--- src/rtl/sfma_pkg.sv ---
`timescale 1ns / 1ps
// ----------------------------------------------------------------------------
// sfma_pkg: shared types and constants for the spectrum frame moving average
// Sizes of the history ring, field widths, sequencer states and bin count.
// ----------------------------------------------------------------------------
package sfma_pkg;

  localparam int FRAMES    = 8;      // frames kept per bin
  localparam int MAX_BINS  = 128;    // bins per frame at most
  localparam int BASE_BINS = 128;    // bins per frame at shift zero

  localparam int RSSI_W  = 16;
  localparam int SHIFT_W = 2;
  localparam int PREV_W  = SHIFT_W + 1;

  localparam logic [RSSI_W-1:0] FULL_SCALE = {RSSI_W{1'b1}};
  localparam logic [PREV_W-1:0] PREV_NONE  = PREV_W'(4);   // no frame seen yet
  localparam logic [SHIFT_W-1:0] SHIFT_RESET = SHIFT_W'(1);

  localparam int SLOT_W = (FRAMES > 1) ? $clog2(FRAMES) : 1;
  localparam int BIN_W  = $clog2(MAX_BINS);
  localparam int CNT_W  = $clog2(MAX_BINS + 1);
  localparam int PH_W   = $clog2(FRAMES + 1);
  localparam int SUM_W  = RSSI_W + $clog2(FRAMES);
  localparam int MSUM_W = RSSI_W + $clog2(MAX_BINS);
  localparam int DEPTH  = FRAMES * MAX_BINS;
  localparam int ADDR_W = $clog2(DEPTH);
  localparam int BASE_W = $clog2(BASE_BINS + 1);
  localparam int FB_W   = (BASE_W > CNT_W) ? BASE_W : CNT_W;

  typedef enum logic [2:0] {
    ST_IDLE,
    ST_ACCUM,
    ST_STAT,
    ST_DIV_GO,
    ST_DIV_WAIT,
    ST_FINISH
  } seq_state_t;

  // bins per frame for a given shift, saturated to MAX_BINS
  function automatic logic [CNT_W-1:0] frame_bins(input logic [SHIFT_W-1:0] sh);
    logic [FB_W-1:0] base;
    base = FB_W'(BASE_BINS) >> sh;
    if (base > FB_W'(MAX_BINS)) begin
      base = FB_W'(MAX_BINS);
    end
    return CNT_W'(base);
  endfunction

endpackage

--- src/rtl/sfma_div.sv ---
`timescale 1ns / 1ps
// ----------------------------------------------------------------------------
// sfma_div: radix-2 restoring divider
// One quotient bit per cycle; done pulses with the quotient valid.
// ----------------------------------------------------------------------------
module sfma_div (
  input  logic                          clk,
  input  logic                          rst,
  input  logic                          start,
  input  logic [sfma_pkg::MSUM_W-1:0]   dividend,
  input  logic [sfma_pkg::CNT_W-1:0]    divisor,
  output logic                          done,
  output logic [sfma_pkg::MSUM_W-1:0]   quotient
);
  import sfma_pkg::*;

  localparam int ITER_W = $clog2(MSUM_W + 1);

  logic [ITER_W-1:0] iter;
  logic [CNT_W-1:0]  rem;
  logic [CNT_W:0]    trial;
  logic              fits;

  assign trial = {rem, quotient[MSUM_W-1]};
  assign fits  = (trial >= {1'b0, divisor});

  always_ff @(posedge clk) begin
    if (rst) begin
      iter <= '0;
      done <= 1'b0;
    end else begin
      done <= 1'b0;
      if (start) begin
        iter     <= ITER_W'(MSUM_W);
        rem      <= '0;
        quotient <= dividend;
      end else if (iter != '0) begin
        iter     <= iter - ITER_W'(1);
        done     <= (iter == ITER_W'(1));
        rem      <= fits ? CNT_W'(trial - {1'b0, divisor}) : CNT_W'(trial);
        quotient <= {quotient[MSUM_W-2:0], fits};
      end
    end
  end

endmodule

--- config.mk ---
export PLATFORM = sky130hd
export DESIGN_NAME = sfma_div
export DESIGN_NICKNAME = d
export VERILOG_FILES = /design/src/rtl/sfma_pkg.sv /design/src/rtl/sfma_div.sv
export SDC_FILE = /design/constraint.sdc
export NUM_CORES = 1
export LEC_CHECK = 0
export ABC_CLOCK_PERIOD_IN_PS = 4000
export BUFFER_PORTS_ARGS = -buffer_cell sky130_fd_sc_hd__buf_2
export CAP_MARGIN = 20
export CORE_ASPECT_RATIO = 0.7
export CORE_MARGIN = 2
export CORE_UTILIZATION = 35
export CTS_CLUSTER_DIAMETER = 120
export DETAILED_ROUTE_END_ITERATION = 6
export PLACE_DENSITY_LB_ADDON = 0.1
export SLEW_MARGIN = 40
export SYNTH_ARGS = -nofsm -noshare
export SYNTH_HDL_FRONTEND = slang
export SYNTH_SLANG_ARGS = --single-unit
--- constraint.sdc ---
create_clock -name clk -period 4 [get_ports clk]
set_clock_uncertainty 0.1 [all_clocks]
set_input_delay 0.8 -clock clk [delete_from_list [all_inputs] [get_ports clk]]
set_output_delay 0.8 -clock clk [all_outputs]
set_load 0.02 [all_outputs]
==> results.cfg, run 1 <==
[power_and_ir_drop]
vdd_drop_max_mv = 0.178
power_frac_seq = 0.480
leakagePower_nw = 1.06
p_switching_uw = 308
combPwrFrac = 0.287
powerDensity_nw_per_um2 = 402
pwr-share-clk = 0.233
p_int_uw = 717
swShare = 0.300

[floorplan]
fp.dieW_um = 96.5
core_area_um2 = 5760
die_h_um = 68.7
io_pins = 58
dieArea_um2 = 6630
start_util = 0.364
rows = 23

[clocking]
htree_levels = 2
cts_buffers = 5
cts-resized-gates = 0
cts_tree = yes
clock_latency_ps = 280
cts-root-buf = clkbuf_8
post-cts-setup-buffers = 0
clockBufferDepth = 2
cts_hold_buffers = 0
cts_sinks = 37
path_clk_slew_ps = 60

[timing]
fin_tns_setup_ps = 0
setup_viol = 0
slew_violations = 0
fmax_ghz = 0.412
holdWs_ps = 442
period_minus_slack_ps = 2430
slew_headroom = 0.629
grt_setup_unrepaired = no
finalCritPeriodShare = 0.607
hold_violations = 0
tightest_slew_ps = 557

[drt]
drtIter0Drc = 73
ant_nets = 0
firstDrtPassIters = 4
wirelength_um = 4180
routed_via_density = 4.91
vias = 1512
avgRoutedWirePerCell_um = 13.6
drc = 0

[worst_setup_path]
critPathLaunchType = primary input
critPathKind = primary input to flop
end_kind = flop
critPathRequiredTime_ps = 3930
critPathArrivalTime_ps = 2360
reg2reg_slack_ps = 1750
cp_max_fo = 8

[yosys]
synth_top_area_share = 0.444
synth_edf_count = 31
syn_avg_cell_area_um2 = 12.2
yosysSeqAreaShare = 0.501
synthArstFlopShare = 0
ys_ff_latch = 37
ys.flop_type = edfxtp_1
synth_area_leaders = edfxtp_1 (44%), mux2_2 (12%), ha_1 (6.0%)
yosysTopAreaCell = edfxtp_1
ys_warn_count = 0
netlist_area_um2 = 2100
syn-num-nets = 217
yosysUniqueCellTypes = 48
syn_inst = 172

[outcome]
status = completed

[finish]
antennaDiodeCount = 0
design_area_um2 = 2550
final_core_utilization = 0.443
layout.cells.non_filler = 308
nets = 278
drive_gt1_frac = 0.421
area_delta_synth_final_pct = 21.6

[placed_design]
port_buffers = 57
dp.cells = 301
finalWeightedCongestion = 0.787
place_hpwl_um = 3170
place_area_um2 = 2470

[global_routing]
grt_max_degree = 32
grt_pass1_vias = 1358
grt_overflow = 0
antenna_found_initial = 0
grt_pass1_wl_um = 6710
grtUsageTotal = 0.133

[hold_path]
hold_class = flop to flop

[run]
cap_viol_max_count = 0
==> cells in the mapped netlist, drive strengths merged (2+ instances only) <==
cell type / number
and3: 3
a31oi: 2
o21ai: 6
nor3: 7
a21oi: 13
edfxtp: 31
a211o: 2
inv: 13
o21a: 2
nor2b: 4
nand3: 6
mux2: 23
buf: 3
nor3b: 2
xnor2: 2
a211oi: 3
nor2: 10
clkbuf: 2
dfxtp: 6
ha: 10
or3: 3
nand2: 2
o311ai: 2
==> critical path: stages <==
cell and delay (ps):
buf_2 80, inv_1 30, ha_1 370, a21o_1 260, a211oi_4 370, nand2_1 160, mux2_2 280
==> logic make-up after synthesis <==
kind of cell	Yosys count	synth area share
flops	37	0.501
buf+inv	18	0.0334
simple gates	41	0.112
fa+ha+maj	11	0.0693
xor+xnor	3	0.0125
mux	23	0.124
compound gates	39	0.148
==> cells in the final DEF (no fill, tap or decap), types with 5 or more instances in the layout <==
cell type,instances
buf_2,57
edfxtp_1,31
mux2_2,23
inv_1,13
a21oi_1,12
ha_1,10
nor2_1,9
nand3_1,6
nor3_1,6
dfxtp_1,6
o21ai_0,5
clkbuf_8,5
==> registers in the layout, indices dropped and copies added, names as in the netlist <==
| register | flops |
|---|---|
| done | 1 |
| iter | 5 |
| quotient | 23 |
| rem | 8 |
==> final cells by class <==
type | count | area (um2)
Fill cell | 571 | 3210
Tap cell | 75 | 93.8
Timing Repair Buffer | 59 | 300
Inverter | 13 | 48.8
Clock buffer | 6 | 72.6
Sequential cell | 37 | 1050
Clock inverter | 1 | 3.75
Multi-Input combinational cell | 117 | 977
==> power groups by stage <==
stage	logic (mW)	clock network [mW]	registers, mW
4_1_cts	0.296	0.248	0.493
2_1_floorplan	0.195	0	0.521
3_5_place_dp	0.295	0	0.500
6_report	0.294	0.238	0.492
5_1_grt	0.330	0.268	0.497
3_3_place_gp	0.297	0	0.501
==> per-stage QoR <==
step / worst slack, ps / total power, mW
floorplan: 671 / 0.716
global placement: 1330 / 0.798
detailed placement: 1290 / 0.796
CTS: 1600 / 1.04
global route: 1500 / 1.10
finish: 1570 / 1.02
==> metal layers <==
layer,track usage,wire (um),vias to the layer above
met1,0.208,2180,702
met5,0,0,-
met2,0.181,1750,31
met4,0.0264,20,0
li1,-,-,774
met3,0.0391,226,5
==> path summary, 6_finish.rpt <==
| kind | start | to | cells past startpoint |
|---|---|---|---|
| worst min-delay path | iter[4] | iter[4] | 2 |
| worst max register to register | rem[5] | quotient[0] | 5 |
| worst min register to register | iter[4] | iter[4] | 2 |
| worst max-delay path | divisor[6] | quotient[0] | 7 |
No activity file was read; power rests on OpenSTA's default activity.
==> run 2: changes to the inputs <==
Settings changed: ABC_AREA set to 1, ABC_CLOCK_PERIOD_IN_PS 4000 to 2200.
Clock period 4 ns to 2.2 ns, I/O delays scaled along.
==> run 2 against run 1 <==
Flip-flop and latch count is the same. Via count is 17% higher. First-iteration DRC count increased by 71%. Die area rose by 3.6%. Combinational power rose by 97%. Register-to-register slack got worse by 1500 ps. Sequential share of layout area fell by 1.5 points. Synthesized cell count is 54% higher. Setup slack worse by 1400 ps. Count of clock-buffer cells in the layout down 1. Clock power rose by 87%. Global-route usage rose by 1.3 points. Critical endpoint is now rem[2]. Largest cell class unchanged. Largest power group unchanged.
==> results.cfg, run 2 <==
[outcome]
status = completed

[timing]
slew_violations = 0
fin_tns_setup_ps = 0
grt_setup_unrepaired = no
hold_violations = 0
tightest_slew_ps = 352
slew_headroom = 0.765
period_minus_slack_ps = 1990
holdWs_ps = 266
fmax_ghz = 0.501
setup_viol = 0
finalCritPeriodShare = 0.906

[finish]
design_area_um2 = 2640
area_delta_synth_final_pct = 21.5
final_common_cell = nand2_1
top_regs = quotient (23), rem (8), iter (5)
final_core_utilization = 0.450
regMostFlops = quotient
nets = 371
largest_reg_flops = 23
layout_common_cells = nand2_1 (107), buf_2 (57), inv_1 (32), edfxtp_1 (31), nor2_1 (24)
antennaDiodeCount = 0
drive_gt1_frac = 0.254

[power_and_ir_drop]
vdd_drop_max_mv = 0.314
pwr-share-clk = 0.232
p_int_mw = 1.28
swShare = 0.330
power_frac_seq = 0.465
powerDensity_nw_per_um2 = 724
leakagePower_nw = 1.36
combPwrFrac = 0.303
p_switching_uw = 632

[yosys]
ys_warn_count = 0
synth_commonest_cells = nand2_1 (107), inv_1 (32), edfxtp_1 (31)
yosysSeqAreaShare = 0.483
netlist_area_um2 = 2170
synth_top_area_share = 0.428
ys_ff_latch = 37
synth_area_leaders = edfxtp_1 (43%), nand2_1 (18%), ha_1 (5.8%)
synth_most_common_cell = nand2_1
ys.flop_type = edfxtp_1
yosysTopAreaCell = edfxtp_1
syn-num-nets = 310
synthArstFlopShare = 0
syn_avg_cell_area_um2 = 8.21
synth_edf_count = 31
syn_inst = 265
yosysUniqueCellTypes = 29

[hold_path]
whs_endpoint = iter[4]
min_from = rst
whs_path_depth = 2
hold_class = primary input to flop

[worst_setup_path]
cp_max_fo = 7
critPathLaunchType = flop
critPathArrivalTime_ps = 1930
end_kind = flop
reg2reg_from = rem[5]
reg2reg_depth = 9
critPathRequiredTime_ps = 2140
reg2reg_slack_ps = 210
reg2reg_to = rem[2]
critPathKind = flop to flop

[clocking]
cts-root-buf = clkbuf_8
path_clk_slew_ps = 70
cts_hold_buffers = 0
cts_sinks = 37
htree_levels = 2
cts_tree = yes
post-cts-setup-buffers = 0
clockBufferDepth = 2
cts_buffers = 5
cts-resized-gates = 0
clock_latency_ps = 280

[global_routing]
grt_pass1_wl_um = 8070
antenna_found_initial = 0
grtUsageTotal = 0.146
grt_overflow = 0
grt_max_degree = 34
grt_pass1_vias = 1635

[drt]
wirelength_um = 4810
drc = 0
ant_nets = 0
avgRoutedWirePerCell_um = 12.0
drtIter0Drc = 125
vias = 1776
firstDrtPassIters = 4
routed_via_density = 4.42

[floorplan]
rows = 23
fp.dieW_um = 98.2
core_area_um2 = 5870
start_util = 0.370
io_pins = 58
die_h_um = 70.0
dieArea_um2 = 6870

[placed_design]
place_area_um2 = 2560
finalWeightedCongestion = 0.825
port_buffers = 57
place_hpwl_um = 3570

[run]
cap_viol_max_count = 0
[run 2: how the worst max path moves through the flow]
| stage | from | end | cells after the start | slack, ps |
|---|---|---|---|---|
| 4_1_cts | rem[5] | rem[2] | 9 | 210 |
| 2_1_floorplan | start | quotient[0] | 5 | 170 |
| 3_3_place_gp | divisor[6] | quotient[0] | 11 | 100 |
| 5_1_grt | rem[5] | rem[2] | 9 | 80 |
| 3_5_place_dp | divisor[6] | rem[2] | 11 | 90 |
| 6_report | rem[5] | rem[2] | 9 | 210 |
[run 2: power by group through the flow]
stage	Clock, mW	Combinational, mW	Sequential (mW)
after global routing	0.494	0.653	0.900
after global placement	0	0.587	0.908
after detailed placement	0	0.581	0.906
final	0.444	0.579	0.890
after floorplan	0	0.383	0.944
after CTS	0.463	0.583	0.891
[run 2: cell type report]
class                      count  area, um2
sequential                    37       1050
clock inverter                 3       12.5
tap                           75       93.8
clock buffer                   5       68.8
timing repair buffer          60        320
fill                         610       3230
inverter                      34        128
multi-input combinational    188        968
[run 2: layer usage]
metal | share of wire | GRT usage | vias up
li1 | - | - | 956
met1 | 0.54 | 0.228 | 780
met2 | 0.41 | 0.205 | 38
met3 | 0.049 | 0.0390 | 2
met4 | 0.0025 | 0.0228 | 0
met5 | 0 | 0 | -
[run 2: cells by family after synthesis]
logic type,Yosys count,synth area share
flip-flops,37,0.483
AND/OR/NAND/NOR,165,0.338
adder cells (fa/ha/maj),11,0.0667
buffers and inverters,40,0.0713
AO/OA/AOI/OAI,8,0.0242
XOR/XNOR,4,0.0161
[run 2: metrics by stage]
step	setup slack (ps)	total power, mW	instances
finish	206	1.91	402
global route	77.9	2.05	402
global placement	98.3	1.50	394
floorplan	166	1.33	265
detailed placement	85.6	1.49	394
CTS	207	1.94	402
[run 2: worst max-delay path: stages, from the launching register on]
cell,delay (ps)
edfxtp_1,410
ha_1,380
nand2_1,90
nand2_1,60
nand2_1,60
nand2_1,130
nor2_4,250
nand2_4,100
nor2_1,120
nor2_2,50
